`src/hdl/keypad_matrix_change_events_core_assert.svh`:
```
// ----------------------------------------------------------------------------
// keypad_matrix_change_events_core_assert.svh
// Assertion macros for the keypad change-event core.
// ----------------------------------------------------------------------------
`ifndef KEYPAD_MATRIX_CHANGE_EVENTS_CORE_ASSERT_SVH
`define KEYPAD_MATRIX_CHANGE_EVENTS_CORE_ASSERT_SVH

`ifndef ASSERT_OFF
// property must hold at every clock edge outside reset
`define KMCE_ASSERT(label, clk, rst_n, prop, msg) \
  label: assert property (@(posedge clk) disable iff (!rst_n) prop) else $error(msg);
// expression must never be true
`define KMCE_ASSERT_NEVER(label, clk, rst_n, expr, msg) \
  label: assert property (@(posedge clk) disable iff (!rst_n) !(expr)) else $error(msg);
`else
`define KMCE_ASSERT(label, clk, rst_n, prop, msg)
`define KMCE_ASSERT_NEVER(label, clk, rst_n, expr, msg)
`endif

`endif

```
`src/hdl/kmce_pkg.sv`:
```
// ----------------------------------------------------------------------------
// kmce_pkg
// Types, constants and helpers shared by the keypad change-event core.
// ----------------------------------------------------------------------------
`default_nettype none

package kmce_pkg;

  localparam int unsigned ROWS  = 8;
  localparam int unsigned COLS  = 7;
  localparam int unsigned ROW_W = 3;
  localparam int unsigned COL_W = 3;

  typedef logic [COLS-1:0]  row_bits_t;
  typedef logic [ROW_W-1:0] row_idx_t;
  typedef logic [COL_W-1:0] col_idx_t;

  typedef struct packed {
    row_idx_t  scan_row;
    row_bits_t column_levels;
  } kmce_in_t;

  typedef struct packed {
    row_idx_t event_row;
    col_idx_t event_col;
    logic     is_press;
    logic     last_event;
  } kmce_out_t;

  typedef struct packed {
    logic store;
    logic start;
    logic load;
    logic emit;
    logic advance;
    logic commit;
  } kmce_cmd_t;

  typedef struct packed {
    logic scan_end;
    logic mask_zero;
    logic rest_zero;
    logic last_phase;
    logic slot_free;
  } kmce_sts_t;

  // active-low pins to pressed bits; pins 5,6 go to bits 0,1, pins 0..4 to bits 2..6
  function automatic row_bits_t map_row(row_bits_t levels);
    row_bits_t pressed;
    pressed = ~levels;
    return {pressed[4:0], pressed[6:5]};
  endfunction

endpackage

`default_nettype wire

```
`src/hdl/keypad_matrix_change_events_core.sv`:
```
// ----------------------------------------------------------------------------
// keypad_matrix_change_events_core
// Assembles scanned keypad rows into a key matrix and reports key changes.
// ----------------------------------------------------------------------------
// Row beats are taken while the core is idle. The beat for row 7 closes the scan:
// the core stalls its input, then walks the matrix rows, releases before
// presses, one event beat per cycle through the output register while the
// output is not stalled, and steps over empty release or press groups. The
// walk is set by the single-event output register; the final event has
// last_event set.
// ----------------------------------------------------------------------------
`default_nettype none

`include "keypad_matrix_change_events_core_assert.svh"

module keypad_matrix_change_events_core import kmce_pkg::*; (
  input  wire logic     clk_i,
  input  wire logic     rst_ni,
  input  wire logic     in_valid_i,
  output logic          in_stall_o,
  input  wire kmce_in_t in_item_i,
  output logic          out_valid_o,
  input  wire logic     out_stall_i,
  output kmce_out_t     out_item_o
);

  kmce_cmd_t cmd;
  kmce_sts_t sts;

  kmce_ctrl u_ctrl (
    .clk_i      (clk_i),
    .rst_ni     (rst_ni),
    .in_valid_i (in_valid_i),
    .in_stall_o (in_stall_o),
    .sts_i      (sts),
    .cmd_o      (cmd)
  );

  kmce_dp u_dp (
    .clk_i       (clk_i),
    .rst_ni      (rst_ni),
    .in_item_i   (in_item_i),
    .cmd_i       (cmd),
    .sts_o       (sts),
    .out_stall_i (out_stall_i),
    .out_valid_o (out_valid_o),
    .out_item_o  (out_item_o)
  );

  `KMCE_ASSERT(a_emit_busy, clk_i, rst_ni, cmd.emit |-> in_stall_o, "event while idle")
  `KMCE_ASSERT(a_emit_slot, clk_i, rst_ni, cmd.emit |-> sts.slot_free, "event overwrites beat")
  `KMCE_ASSERT(a_commit_end, clk_i, rst_ni, cmd.commit |-> sts.last_phase, "early commit")
  `KMCE_ASSERT_NEVER(a_store_busy, clk_i, rst_ni, cmd.store && in_stall_o, "store while busy")

endmodule

`default_nettype wire

```
`src/hdl/kmce_dp.sv`:
```
// ----------------------------------------------------------------------------
// kmce_dp
// Datapath: current and previous key matrices, event walker, output register.
// ----------------------------------------------------------------------------
`default_nettype none

module kmce_dp import kmce_pkg::*; (
  input  wire logic      clk_i,
  input  wire logic      rst_ni,
  input  wire kmce_in_t  in_item_i,
  input  wire kmce_cmd_t cmd_i,
  output kmce_sts_t      sts_o,
  input  wire logic      out_stall_i,
  output logic           out_valid_o,
  output kmce_out_t      out_item_o
);

  row_bits_t scan_q [ROWS];
  row_bits_t scan_d [ROWS];
  row_bits_t prev_q [ROWS];
  row_bits_t prev_d [ROWS];
  row_bits_t rel    [ROWS];
  row_bits_t prs    [ROWS];
  logic [ROWS-1:0] diff_any;

  row_idx_t  mr_q, mr_d, mr_next;
  logic      press_q, press_d;
  row_bits_t mask_q, mask_d;
  logic      out_valid_q, out_valid_d;
  kmce_out_t out_q, out_d;

  row_bits_t new_bits, sel_rel, sel_prs, next_vec, low, rest;
  row_idx_t  wr_row;
  col_idx_t  low_idx;
  logic      later, is_last, slot_free;

  always_comb begin
    new_bits = map_row(in_item_i.column_levels);
    wr_row   = row_idx_t'(ROWS - 1) - in_item_i.scan_row;
    for (int i = 0; i < ROWS; i++) begin
      rel[i]      = (scan_q[i] ^ prev_q[i]) & prev_q[i];
      prs[i]      = (scan_q[i] ^ prev_q[i]) & scan_q[i];
      diff_any[i] = |(scan_q[i] ^ prev_q[i]);
    end
    sel_rel  = rel[mr_q];
    sel_prs  = prs[mr_q];
    mr_next  = press_q ? mr_q + row_idx_t'(1) : mr_q;
    next_vec = press_q ? rel[mr_next] : sel_prs;

    low  = mask_q & (~mask_q + row_bits_t'(1));
    rest = mask_q & ~low;
    low_idx = '0;
    for (int c = 0; c < COLS; c++) begin
      if (low[c]) begin
        low_idx = col_idx_t'(c);
      end
    end
    later = 1'b0;
    for (int i = 0; i < ROWS; i++) begin
      if (row_idx_t'(i) > mr_q) begin
        later = later | diff_any[i];
      end
    end
    is_last   = (rest == '0) && !(!press_q && (sel_prs != '0)) && !later;
    slot_free = !out_valid_q || !out_stall_i;
  end

  always_comb begin
    for (int i = 0; i < ROWS; i++) begin
      scan_d[i] = scan_q[i];
      prev_d[i] = prev_q[i];
      if (cmd_i.store) begin
        if (in_item_i.scan_row == '0) begin
          scan_d[i] = '0;
        end
        if (row_idx_t'(i) == wr_row) begin
          scan_d[i] = scan_d[i] | new_bits;
        end
      end
      if (cmd_i.commit) begin
        prev_d[i] = scan_q[i];
      end
    end

    mr_d    = mr_q;
    press_d = press_q;
    mask_d  = mask_q;
    if (cmd_i.start) begin
      mr_d    = '0;
      press_d = 1'b0;
    end
    if (cmd_i.load) begin
      mask_d = press_q ? sel_prs : sel_rel;
    end
    if (cmd_i.emit) begin
      mask_d = rest;
    end
    if (cmd_i.advance) begin
      mr_d    = mr_next;
      press_d = !press_q;
      mask_d  = next_vec;
    end

    out_valid_d = out_valid_q;
    out_d       = out_q;
    if (cmd_i.emit) begin
      out_valid_d      = 1'b1;
      out_d.event_row  = mr_q;
      out_d.event_col  = low_idx;
      out_d.is_press   = press_q;
      out_d.last_event = is_last;
    end else if (!out_stall_i) begin
      out_valid_d = 1'b0;
    end
  end

  always_ff @(posedge clk_i or negedge rst_ni) begin
    if (!rst_ni) begin
      for (int i = 0; i < ROWS; i++) begin
        scan_q[i] <= '0;
        prev_q[i] <= '0;
      end
      mr_q        <= '0;
      press_q     <= 1'b0;
      mask_q      <= '0;
      out_valid_q <= 1'b0;
    end else begin
      scan_q      <= scan_d;
      prev_q      <= prev_d;
      mr_q        <= mr_d;
      press_q     <= press_d;
      mask_q      <= mask_d;
      out_valid_q <= out_valid_d;
    end
  end

  always_ff @(posedge clk_i) begin
    out_q <= out_d;
  end

  assign sts_o.scan_end   = in_item_i.scan_row == row_idx_t'(ROWS - 1);
  assign sts_o.mask_zero  = mask_q == '0;
  assign sts_o.rest_zero  = rest == '0;
  assign sts_o.last_phase = (mr_q == row_idx_t'(ROWS - 1)) && press_q;
  assign sts_o.slot_free  = slot_free;
  assign out_valid_o      = out_valid_q;
  assign out_item_o       = out_q;

endmodule

`default_nettype wire

```
`src/hdl/kmce_ctrl.sv`:
```
// ----------------------------------------------------------------------------
// kmce_ctrl
// Controller: takes rows, then walks the change events after the last row.
// ----------------------------------------------------------------------------
`default_nettype none

module kmce_ctrl import kmce_pkg::*; (
  input  wire logic      clk_i,
  input  wire logic      rst_ni,
  input  wire logic      in_valid_i,
  output logic           in_stall_o,
  input  wire kmce_sts_t sts_i,
  output kmce_cmd_t      cmd_o
);

  typedef enum logic [1:0] {
    ST_IDLE,
    ST_LOAD,
    ST_RUN
  } state_e;

  state_e state_q, state_d;
  logic   stall_q;

  always_comb begin
    cmd_o   = '0;
    state_d = state_q;
    case (state_q)
      ST_IDLE: begin
        if (in_valid_i) begin
          cmd_o.store = 1'b1;
          if (sts_i.scan_end) begin
            cmd_o.start = 1'b1;
            state_d     = ST_LOAD;
          end
        end
      end
      ST_LOAD: begin
        cmd_o.load = 1'b1;
        state_d    = ST_RUN;
      end
      ST_RUN: begin
        if (sts_i.mask_zero) begin
          if (sts_i.last_phase) begin
            cmd_o.commit = 1'b1;
            state_d      = ST_IDLE;
          end else begin
            cmd_o.advance = 1'b1;
          end
        end else if (sts_i.slot_free) begin
          cmd_o.emit = 1'b1;
          if (sts_i.rest_zero) begin
            if (sts_i.last_phase) begin
              cmd_o.commit = 1'b1;
              state_d      = ST_IDLE;
            end else begin
              cmd_o.advance = 1'b1;
            end
          end
        end
      end
      default: begin
        state_d = ST_IDLE;
      end
    endcase
  end

  always_ff @(posedge clk_i or negedge rst_ni) begin
    if (!rst_ni) begin
      state_q <= ST_IDLE;
      stall_q <= 1'b0;
    end else begin
      state_q <= state_d;
      stall_q <= state_d != ST_IDLE;
    end
  end

  assign in_stall_o = stall_q;

endmodule

`default_nettype wire

```
`config.mk`:
```
export PLATFORM = sky130hd
export DESIGN_NAME = keypad_matrix_change_events_core
export DESIGN_NICKNAME = d
export VERILOG_FILES = /design/src/hdl/kmce_pkg.sv /design/src/hdl/keypad_matrix_change_events_core.sv /design/src/hdl/kmce_dp.sv /design/src/hdl/kmce_ctrl.sv
export VERILOG_INCLUDE_DIRS = /design/src /design/src/hdl
export SDC_FILE = /design/constraint.sdc
export NUM_CORES = 1
export LEC_CHECK = 0
export ABC_AREA = 1
export BUFFER_PORTS_ARGS = -buffer_cell sky130_fd_sc_hd__clkbuf_2
export CORE_MARGIN = 2
export CORE_UTILIZATION = 56
export DETAILED_ROUTE_END_ITERATION = 8
export PLACE_DENSITY = 0.73
export SLEW_MARGIN = 20
export SYNTH_ARGS = -nofsm -noshare
export SYNTH_HDL_FRONTEND = slang
export SYNTH_SLANG_ARGS = --single-unit
```
`constraint.sdc`:
```
create_clock -name clk_i -period 3.7 [get_ports clk_i]
set_input_delay 0.185 -clock clk_i [delete_from_list [all_inputs] [get_ports clk_i]]
set_output_delay 0.185 -clock clk_i [all_outputs]
set_load 0.005 [all_outputs]
```
### Word level (Yosys, flattened, before mapping)

Index checks and enable logic that the tools add are counted.
W data, S select, Z words.

| cells by class | value |
|---|---|
| shift-type cells | 0 |
| bitwise gates (word level) | 46 |
| reduce and logical (&&, ||, !) cells | 28 |
| div/mod/pow operators | 0 |
| add/subtract/negate cells | 3 |
| mux-type cells | 76 |
| $mul | 0 |
| $lt $le $gt $ge | 10 |
| eq/ne operators | 12 |

Operator list:

| kind | count |
|---|---|
| $mux W7 | 35 |
| $and A7 B7 Y7 | 18 |
| $bmux W7 S3 | 3 |
| $or A7 B7 Y7 | 8 |
| $reduce_or A7 Y1 | 8 |
| $xor A7 B7 Y7 | 8 |
| $mux W2 | 12 |
| $mux W3 | 7 |
| $not A7 Y7 | 3 |
| $mux W1 | 18 |
| $logic_not A7 Y1 | 2 |
| $eq A3 B3 Y1 const A | 4 |
| $gt A3 B3 Y1 const A | 4 |
| $ge A4 B4 Y1 const B | 2 |
| $not A3 Y4 | 2 |
| $add A7 B1 Y7 const B | 1 |
| $or A1 B1 Y1 | 7 |
| $reduce_bool A7 Y1 | 1 |
| $eq A2 B3 Y1 const A | 2 |
| $eq A3 B3 Y1 const B | 2 |
| $gt A1 B3 Y1 const A | 2 |
| $gt A2 B3 Y1 const A | 2 |
| $logic_not A3 Y1 | 2 |
| $pmux W2 S3 | 1 |
| 13 further kinds | 21 |

| storage, ports and cells | value |
|---|---|
| latch bits | 0 |
| bits in registers | 135 |
| logic and storage cells | 202 |
| ROM bits | 0 |
| input port bits | 14 |
| memories kept | 0 |
| RAM bits | 0 |
| output and inout port bits | 10 |

### Depth between registers and ports, before layout

Gate-level depths: netlist of run 1.

| depth | value |
|---|---|
| depth after elaboration | 19 |
| depth in mapped cells | 17 |
| mapped depth without buffers | 14 |

### By module

Synthesis of run 1 repeated with hierarchy kept, for this count alone.

| second synthesis, totals | value |
|---|---|
| cells, all modules | 1098 |
| area, all modules | 8692.1 µm² |

Modules (own cells, without submodules):

| module | area an instance (µm²) | cells each | times used | seq. area each (µm²) |
|---|---|---|---|---|
| kmce_dp | 8510.7 | 1072 | 1 | 3343.2 |
| kmce_ctrl | 181.4 | 26 | 1 | 75.1 |

### Worst setup path after synthesis of run 1

OpenSTA, ideal clock, no wires.

| timing | value |
|---|---|
| path type | flip-flop to flip-flop |
| start | register u_dp.mr_q[0] |
| end | register u_dp.mask_q[4] |
| slack | 1.331 ns |
| arrival time | 2.302 ns |
| period minus slack after synthesis | 2.369 ns |
| cell stages (with the launch flop) | 18 |
| required time | 3.633 ns |
| path buffers | 4 |
| library setup time | 0.067 ns |
| cells stage by stage | dfrtp_1 buf_2 inv_1 buf_2 clkbuf_1 ha_1 nand2_1 o21ai_1 inv_1 buf_2 nand3_1 nand3_1 nand3_1 nand2_1 nand3_1 nand2_1 nand2_1 nand2_1 |

| on the way | value |
|---|---|
| longest elaborated chain between the ends | 8 |
| elaborated cells between the ends (all ways) | 26 |
| those cells by class | add/sub: 1; eq/ne: 1; mux: 20; bitwise: 2; reduce/logical: 2 |

Ends and longest elaborated chain:

| element | RTL line | RTL |
|---|---|---|
| start, declared | kmce_dp.sv:26 | `row_idx_t mr_q, mr_d, mr_next;` |
| start signal, assigned | kmce_dp.sv:130 | `mr_q <= mr_d;` |
| $add A3 B1 Y3 (tied with other cells) | kmce_dp.sv:47 | `mr_next = press_q ? mr_q + row_idx_t'(1) : mr_q;` |
| $mux W3 (tied with other cells) | kmce_dp.sv:47 |  |
| $not A3 Y4 (implied by the code) (tied with other cells) | kmce_dp.sv:48 | `next_vec = press_q ? rel[mr_next] : sel_prs;` |
| $bmux W7 S3 (tied with other cells) | kmce_dp.sv:48 |  |
| $mux W7 (implied by the code) (tied with other cells) (2 in a row) | kmce_dp.sv:48 |  |
| $mux W7 (tied with other cells) | kmce_dp.sv:48 |  |
| $mux W7 / $reduce_bool A3 Y1 (equally long branches) | n/a |  |
| end signal, assigned | kmce_dp.sv:132 | `mask_q <= mask_d;` |
| end, declared | kmce_dp.sv:28 | `row_bits_t mask_q, mask_d;` |

Parallel ways exist; a longest one is shown, timed or not. The select of a mux whose other input is x is not followed.
A chain may end at the register's enable or synchronous reset.

### Worst setup path after layout of run 1

| timing | value |
|---|---|
| start | register u_dp.press_q |
| end | register u_dp.mask_q[6] |

| on the way | value |
|---|---|
| longest elaborated chain between the ends | 7 |
| elaborated cells between the ends (all ways) | 17 |
| those cells by class | mux: 14; bitwise: 1; reduce/logical: 2 |

Ends and longest elaborated chain:

| element | RTL line | RTL |
|---|---|---|
| start, declared | kmce_dp.sv:27 | `logic press_q, press_d;` |
| start signal, assigned | kmce_dp.sv:131 | `press_q <= press_d;` |
| $mux W3 / $logic_and A1 B1 Y1 (equally long branches) | kmce_dp.sv:47, kmce_dp.sv:144 |  |
| $not A3 Y4 (implied by the code) / $mux W1 (equally long branches) | kmce_dp.sv:48, kmce_ctrl.sv:44, kmce_ctrl.sv:53 |  |
| $bmux W7 S3 / $mux W2 (equally long branches) | kmce_dp.sv:48, kmce_ctrl.sv:52 |  |
| $mux W7 (implied by the code) / $mux W3 (equally long branches) | kmce_dp.sv:48, kmce_ctrl.sv:50 |  |
| $mux W7 (implied by the code) / $mux W2 (equally long branches) | kmce_dp.sv:48, kmce_ctrl.sv:43 |  |
| $mux W7 / $mux W3 (equally long branches) | kmce_dp.sv:48, kmce_ctrl.sv:28 |  |
| $mux W7 / $reduce_bool A3 Y1 (equally long branches) | n/a |  |

Parallel ways exist; a longest one is shown, timed or not. The select of a mux whose other input is x is not followed.

==> summary.md, run 1 <==
| Metric | Value |
|---|---|
| # H-tree levels | 4 |
| Post-route ant nets | 0 |
| PortBufs | 23 |
| CTS root buf | clkbuf_16 |
| Final worst slack | ~1.2 ns |
| Final Power | just over 9000 uW |
| DR vias | 7,946 |
| Num Clock Sinks | approximately 140 |
| Largest net degree at the start of global routing | 58 |
| Status | finished, final reports clean |
| Most used cell along the critical path | nand2_1 |
| Routed vias/inst | 5.62 |
| Crit-path max FO | 17 |
| Worst min path class | input pin to flip-flop |
| CP Capture Type | flip-flop |
| Register area share after synthesis | 0.371 |
| Asr flop ratio synth | 0.941 |
| CP startpoint kind | flip-flop |
| Commonest register cell after synthesis | dfrtp_1 |
| Top cells by area, synth | dfrtp_1 35%, ha_1 16%, nand2_1 9.3% |
| CP Cell Sequence | buf_4, nand2_1, nand2_1, buf_4, nand2_1, nand3_1, nand3_1, nand3_1, nand2_1, nand3_1, nand2_1, nand2_1, nand2_1 |
| Routed WL | ~25,000 microns |
| Initial antenna violation count | 0 |
| Post-CTS Setup Repair Bufs | 0 |
| I/O Pins | 24 |
| Post-route DRC | 0 |
| GRT Total Usage | 0.300 |
| Die width | roughly 130 microns |
| Initial Util | 0.575 |
| EDFF count, synth | 8 |
| Die Y | around 130 microns |
| Net Count, Synth | roughly 1.3k |
| Maxcap violations | 0 |
| Delay of the slowest critical-path stage | between 0.6 and 0.7 ns |
| Drt pass-1 iters | 7 |
| FF+latch count, synth | approximately 140 |
| Remaining Overflow, GRT | 0 |
| Cell area after synthesis | slightly above 9000 sq um |
| Die footprint | approximately 17,000 sq um |
| Leakage dissipation | between 0.005 and 0.006 uW |
| 1st-iter DRT viols | 680 |
| Max-slew violations | 0 |
| Worst vdd ir | 0.000428 V |
| Core box area | around 16,000 sq um |
| Final setup violation count | 0 |
| Synth top area share | 0.345 |
| Top cells by count, synth | 227 x nand2_1, 194 x inv_1, 127 x dfrtp_1, 115 x ha_1, 114 x nand3_1 |
| RSZ-0062 raised after global routing | false |
| Ys Warns | 0 |
| First-pass GRT wire length | between 40,000 and 50,000 microns |
| Tcrit/Tclk final | 0.685 |
| Yosys cell types | 33 |
| Number of buffers created by CTS | 17 |
| Pwr dens | slightly above 900 nW/um^2 |
| Routed WL per cell | roughly 18 microns |
| Final nets | between 1k and 1.5k |
| Filler instances | roughly 1.5k |
| CP max stage cell | dfrtp_1 |
| Leading area contributor after synthesis | dfrtp_1 |
| Final Hold Viols | 0 |
| Worst EP required | between 4 and 5 ns |
| Reg clk slew, reported paths | roughly 0.060 ns |
| Hold_buf cts | 7 |
| Worst Clk Skew | ~0.0096 ns |
| TritonCTS clock tree | done |
| Most numerous cell in the Yosys netlist | nand2_1 |
| Worst-case clock buffer depth | 2 |
| DP HPWL | about 19,000 microns |
| Vias in the first global route | ~7.6k |
| Actual slew at the worst max-slew pin | between 0.6 and 0.7 ns |
| Post-route setup TNS | 0 ns |
| Share of cells above drive strength 1 | 0.113 |
| Clock latency on the worst-skew pair | 0.43 ns |
| Setup Crit Path Kind | flip-flop to flip-flop |
| Area Growth Syn to Fin | 10.3% |
| Place WS | approximately 1.2 ns |
| Arrival time worst endpoint | 2.85 ns |
| Antenna diodes | 0 |
| Min Tclk post-route | approximately 2.5 ns |
| Mapped Avg Cell Area | 7.84 sq um |
| F_max | between 300 and 400 MHz |
| Rel. slew slack | 0.550 |
| Final core utilization | 0.635 |
| Post-CTS sizing | 0 |
| Row count | 46 |
| Placer Congestion | 0.990 |
| Final hold slack | ~0.021 ns |
| Syn Inst Count | approximately 1.2k |
==> metal layers <==
| metal | up-vias | track usage | part of all wire |
|---|---|---|---|
| met5 | - | 0 | 0 |
| met4 | 0 | 0.0920 | 0.023 |
| met3 | 45 | 0.0730 | 0.076 |
| li1 | 3854 | - | - |
| met2 | 272 | 0.460 | 0.45 |
| met1 | 3775 | 0.421 | 0.45 |
==> worst paths after layout <==
check	slack [ns]	cells past startpoint	startpoint	endpoint
min	0.02	2	in_item_i[9]	flip-flop
max in group asynchronous	2.50	3	rst_ni	u_dp.mask_q[5]
max reg2reg	1.17	13	u_dp.press_q	u_dp.mask_q[6]
min in group asynchronous	0.28	2	rst_ni	u_dp.prev_q[13]
max	1.17	13	u_dp.press_q	u_dp.mask_q[6]
min reg2reg	0.51	2	u_dp.prev_q[9]	u_dp.prev_q[9]
==> power by group <==
group / internal [uW] / switching, uW / total [uW]
sequential: 2160 / 479 / 2640
clock: 1120 / 633 / 1750
combinational: 1700 / 3090 / 4800
==> worst max-delay path, delay by kind of cell (launching register included) <==
| family | cells | cell delay (ns) |
|---|---|---|
| simple gates | 11 | 1.20 |
| flops | 1 | 0.66 |
| buf+inv | 2 | 0.55 |
==> state kept, by name (all words and copies together), names as in the netlist, named ones only <==
register and flops:
u_dp.mr_q 3, u_dp.press_q 1, u_dp.mask_q 7, u_ctrl.in_stall_o 1, u_dp.scan_q 49, u_dp.prev_q 56, u_dp.out_item_o 8, u_dp.out_valid_o 1
u_ctrl.state_q 2
==> cell type report <==
cell class | instances | area, sq um | area share
flip-flops and latches | 135 | 3420 | 0.337
well taps | 216 | 270 | 0.0266
clock buffers | 26 | 531 | 0.0522
repair buffers | 52 | 369 | 0.0364
clock inverters | 5 | 82.6 | 0.00813
inverters | 200 | 751 | 0.0739
multi-input cells | 780 | 4730 | 0.466
==> layout by cell type (no fill, tap or decap), drive strengths merged, types with 2 or more instances in the layout <==
| cell | synthesis | layout |
|---|---|---|
| nand4 | 17 | 17 |
| dfrtp | 127 | 127 |
| nor2 | 63 | 63 |
| nand3 | 116 | 116 |
| o22ai | 53 | 53 |
| ha | 115 | 115 |
| nor3 | 3 | 3 |
| o211ai | 17 | 17 |
| clkbuf | 31 | 48 |
| bufinv | 0 | 2 |
| inv | 199 | 200 |
| nand2 | 242 | 242 |
| dlygate4sd3 | 0 | 7 |
| edfxtp | 8 | 8 |
| or2 | 9 | 9 |
| a21oi | 18 | 18 |
| nand3b | 7 | 7 |
| o21ai | 118 | 118 |
| buf | 27 | 23 |
| clkinv | 1 | 2 |
==> through the flow <==
step / cell area (sq um) / instances
after floorplan: 9200 / 1173
after global placement: 9470 / 1376
after detailed placement: 9470 / 1376
after CTS: 10200 / 1414
after global routing: 10200 / 1414
final: 10200 / 1414
==> cells by family after synthesis <==
kind of cell               synth area share
AOI/OAI and AO/OA                     0.138
adders and majority gates             0.156
buffers and inverters                 0.115
DFF                                   0.371
and+or+nand+nor                       0.220
Note: power is estimated with default switching activity, not from simulation.
==> inputs of run 2 (changes only) <==
- ABC_AREA: 1 -> 0
- clock period: 3.7 -> 2.6 ns (I/O delays scaled with it)
==> summary.md, run 2 <==
| Metric | Value |
|---|---|
| Clock latency on the worst-skew pair | 0.43 ns (about the same) |
| Top cells by area, synth | dfrtp_1 35%, ha_1 16%, mux4_2 6.5% |
| Tcrit/Tclk final | 0.961 (+0.277) |
| Most frequent cells in the layout | 125 x dfrtp_1, 118 x inv_1, 114 x ha_1, 103 x nand2_1, 60 x o21ai_0 |
| Arrival time worst endpoint | 2.74 ns (-0.11 ns) |
| Actual slew at the worst max-slew pin | 0.944 ns (+0.274 ns) |
| Max reg flops | 56 (unchanged) |
| Initial Util | 0.570 (-0.00471) |
| GRT met1 Usage | 0.429 (+0.00808) |
| Vias in the first global route | 7,249 (-4.0%) |
| Met2 usage in global routing | 0.525 (+0.0645) |
| I/O Pins | 24 (unchanged) |
| Routed vias/inst | 6.02 (+7.1%) |
| Cell area after synthesis | 9030 sq um (-1.9%) |
| DP HPWL | 18,800 microns (+1.4%) |
| Syn Inst Count | 921 (-21%) |
| CP Capture Type | flip-flop |
| Largest net degree at the start of global routing | 113 (+95%) |
| Reg clk slew, reported paths | 0.06 ns (about the same) |
| Asr flop ratio synth | 0.941 (unchanged) |
| Mapped Avg Cell Area | 9.80 sq um (+25%) |
| Critical path buffers and inverters | 1 (-1) |
| 1st-iter DRT viols | 601 (-12%) |
| Comb pwr share | 0.461 (-0.061) |
| Core box area | 15,800 sq um (-1.1%) |
| Final Hold Viols | 0 (unchanged) |
| Worst EP required | 2.84 ns (-1.18 ns) |
| Antenna diodes | 0 (unchanged) |
| Final core utilization | 0.651 (+0.0159) |
| Routed WL per cell | 21.4 microns (+20%) |
| Ys Warns | 0 (unchanged) |
| M3 GR Usage | 0.0574 (-0.0156) |
| Rel. slew slack | 0.369 (-0.181) |
| Yosys cell types | 62 (+88%) |
| Pwr dens | 1010 nW/um^2 (+12%) |
| Row count | 46 (unchanged) |
| Initial antenna violation count | 0 (unchanged) |
| Sequential Power Share | 0.292 (+0.005) |
| Max-slew violations | 0 (unchanged) |
| Remaining Overflow, GRT | 0 (unchanged) |
| CP startpoint kind | flip-flop |
| Maxcap violations | 0 (unchanged) |
| EDFF count, synth | 8 (unchanged) |
| Register bank with the most flops | u_dp.prev_q |
| Top cells by count, synth | 127 x dfrtp_1, 118 x inv_1, 115 x ha_1, 106 x nand2_1, 60 x o21ai_0 |
| Clock network fraction of design power | 0.247 (+0.056) |
| Net Count, Synth | 1,050 (-19%) |
| Placer Congestion | 0.996 (+0.69%) |
| Final hold slack | 0.153 ns (+0.132 ns) |
| Num Clock Sinks | 135 (unchanged) |
| Final Power | 10,400 uW (+14%) |
| F_max | 400 MHz (+1.4%) |
| Drt pass-1 iters | 5 (-2) |
| Share of cells above drive strength 1 | 0.150 (+0.0369) |
| RSZ-0062 raised after global routing | false |
| Final nets | 1,092 (-17%) |
| Number of buffers created by CTS | 17 (unchanged) |
| GRT Total Usage | 0.321 (+0.0213) |
| FF+latch count, synth | 135 (unchanged) |
| DR vias | 7,175 (-9.7%) |
| Worst reg2reg setup slack | 0.10 ns (-1.07 ns) |
| First-pass GRT wire length | 40,700 microns (+0.68%) |
| Die footprint | 17,200 sq um (-1.8%) |
| Leading area contributor after synthesis | dfrtp_1 |
| Sw Share | 0.404 (-0.0536) |
| PortBufs | 23 (unchanged) |
| Status | finished, final reports clean |
| CP Cell Sequence | buf_12, mux4_2, mux2i_1, nand2_1, nor3_1, nand3_1, a221oi_1 |
| Pint | 6230 uW (+25%) |
| Die Y | 131 microns (-0.92%) |
| Register area share after synthesis | 0.379 (+0.00716) |
| # H-tree levels | 4 (unchanged) |
| Min Tclk post-route | 2.50 ns (-0.0342 ns) |
| Synth top area share | 0.352 (+0.00665) |
| TritonCTS clock tree | done |
| Switching power | 4220 uW (+0.33%) |
| CP max stage cell | mux4_2 |
| Crit-path max FO | 36 (+19) |
| Routed WL | 25,500 microns (+0.82%) |
| Worst vdd ir | 0.000818 V (+91%) |
| Commonest register cell after synthesis | dfrtp_1 |
| Delay of the slowest critical-path stage | 0.57 ns (-0.09 ns) |
| Most numerous cell in the Yosys netlist | dfrtp_1 |
| Area Growth Syn to Fin | 14.1% |
| CTS root buf | clkbuf_16 |
| Post-route DRC | 0 (unchanged) |
| Grt peak-use layer | met2 |
| Final setup violation count | 0 (unchanged) |
| Post-route setup TNS | 0 ns (unchanged) |
| Commonest non-fill, non-tap cell in the layout | dfrtp_1 |
| Crit path max-delay family | multiplexers |
| Post-route ant nets | 0 (unchanged) |
| Die width | 131 microns (-0.92%) |
| Worst-case clock buffer depth | 2 (unchanged) |
| Leakage dissipation | 0.00450 uW (-20%) |
| Worst Clk Skew | 0.00656 ns (-0.00300 ns) |
| Worst min path class | input pin to flip-flop |
| Setup Crit Path Kind | flip-flop to flip-flop |
run 2: changes by cell type after synthesis, moves of 26 or more:
cell,change
nand3_1,-101
inv_1,-76
mux2i_1,+29
mux4_2,+26
nand2_1,-121
a22o_1,+48
o22ai_1,-42
o21ai_2,-26
run 2: final timing paths:
| check | from | to | depth (start not counted) |
|---|---|---|---|
| min in group asynchronous | rst_ni | asynchronous set/reset pin | 2 |
| max reg2reg | u_dp.mr_q[0] | u_dp.out_item_o[0] | 7 |
| max | u_dp.mr_q[0] | u_dp.out_item_o[0] | 7 |
| min reg2reg | u_dp.prev_q[43] | u_dp.prev_q[43] | 2 |
| min | in_item_i[7] | u_dp.scan_q[30] | 3 |
| max in group asynchronous | rst_ni | u_dp.mask_q[5] | 3 |
run 2: layout make-up:
| cell class | instances | area (sq um) |
|---|---|---|
| Inverter | 120 | 453 |
| Clock inverter | 13 | 178 |
| Tap cell | 216 | 270 |
| Fill cell | 1304 | 5530 |
| Clock buffer | 19 | 443 |
| Timing Repair Buffer | 74 | 562 |
| Sequential cell | 135 | 3420 |
| Multi-Input combinational cell | 615 | 4970 |
run 2: cells by family (layout without fill, tap and decap cells):
group                    count (synthesis)  count (layout)  synth area share
XOR/XNOR                                 1               1          0.000970
multiplexers                            60              60             0.103
adder cells (fa/ha/maj)                115             115             0.159
AO/OA/AOI/OAI                          222             222             0.173
AND/OR/NAND/NOR                        217             217             0.110
flip-flops                             135             135             0.379
buffers and inverters                  171             226            0.0753
run 2: repair_timing:
item	CTS	global route
setup buffers	0	0
resized for setup	0	3
hold buffers	8	0
endpoints found under the hold margin	58	0
setup endpoints to repair	0	22
run 2: per-layer routing:
metal | up-vias | wire length, microns
li1 | 3346 | -
met1 | 3535 | 11200
met2 | 234 | 12100
met3 | 60 | 1320
met4 | 0 | 819
met5 | - | 0
run 2: power groups by stage:
stage	clock network, uW	logic [uW]	registers [uW]
6_report	2580	4820	3050
5_1_grt	2700	5230	3120
4_1_cts	2610	4710	3040
3_5_place_dp	0	4660	3070
3_3_place_gp	0	4610	3060
2_1_floorplan	0	3230	2840
run 2: through the flow:
stage          instance area [sq um]  setup slack, ns  cells
3_3_place_gp                    9590           0.0628   1152
5_1_grt                        10300          0.00308   1192
6_report                       10300            0.101   1192
2_1_floorplan                   9070           0.0442    921
4_1_cts                        10300           0.0655   1192
3_5_place_dp                    9590           0.0807   1152
run 2: worst reg2reg max path: cells and delay by family, from the launching register on:
family | cells | cell delay [ns]
compound gates | 1 | 0.32
simple gates | 3 | 0.43
flops | 1 | 0.44
mux | 2 | 0.88
buf+inv | 1 | 0.25
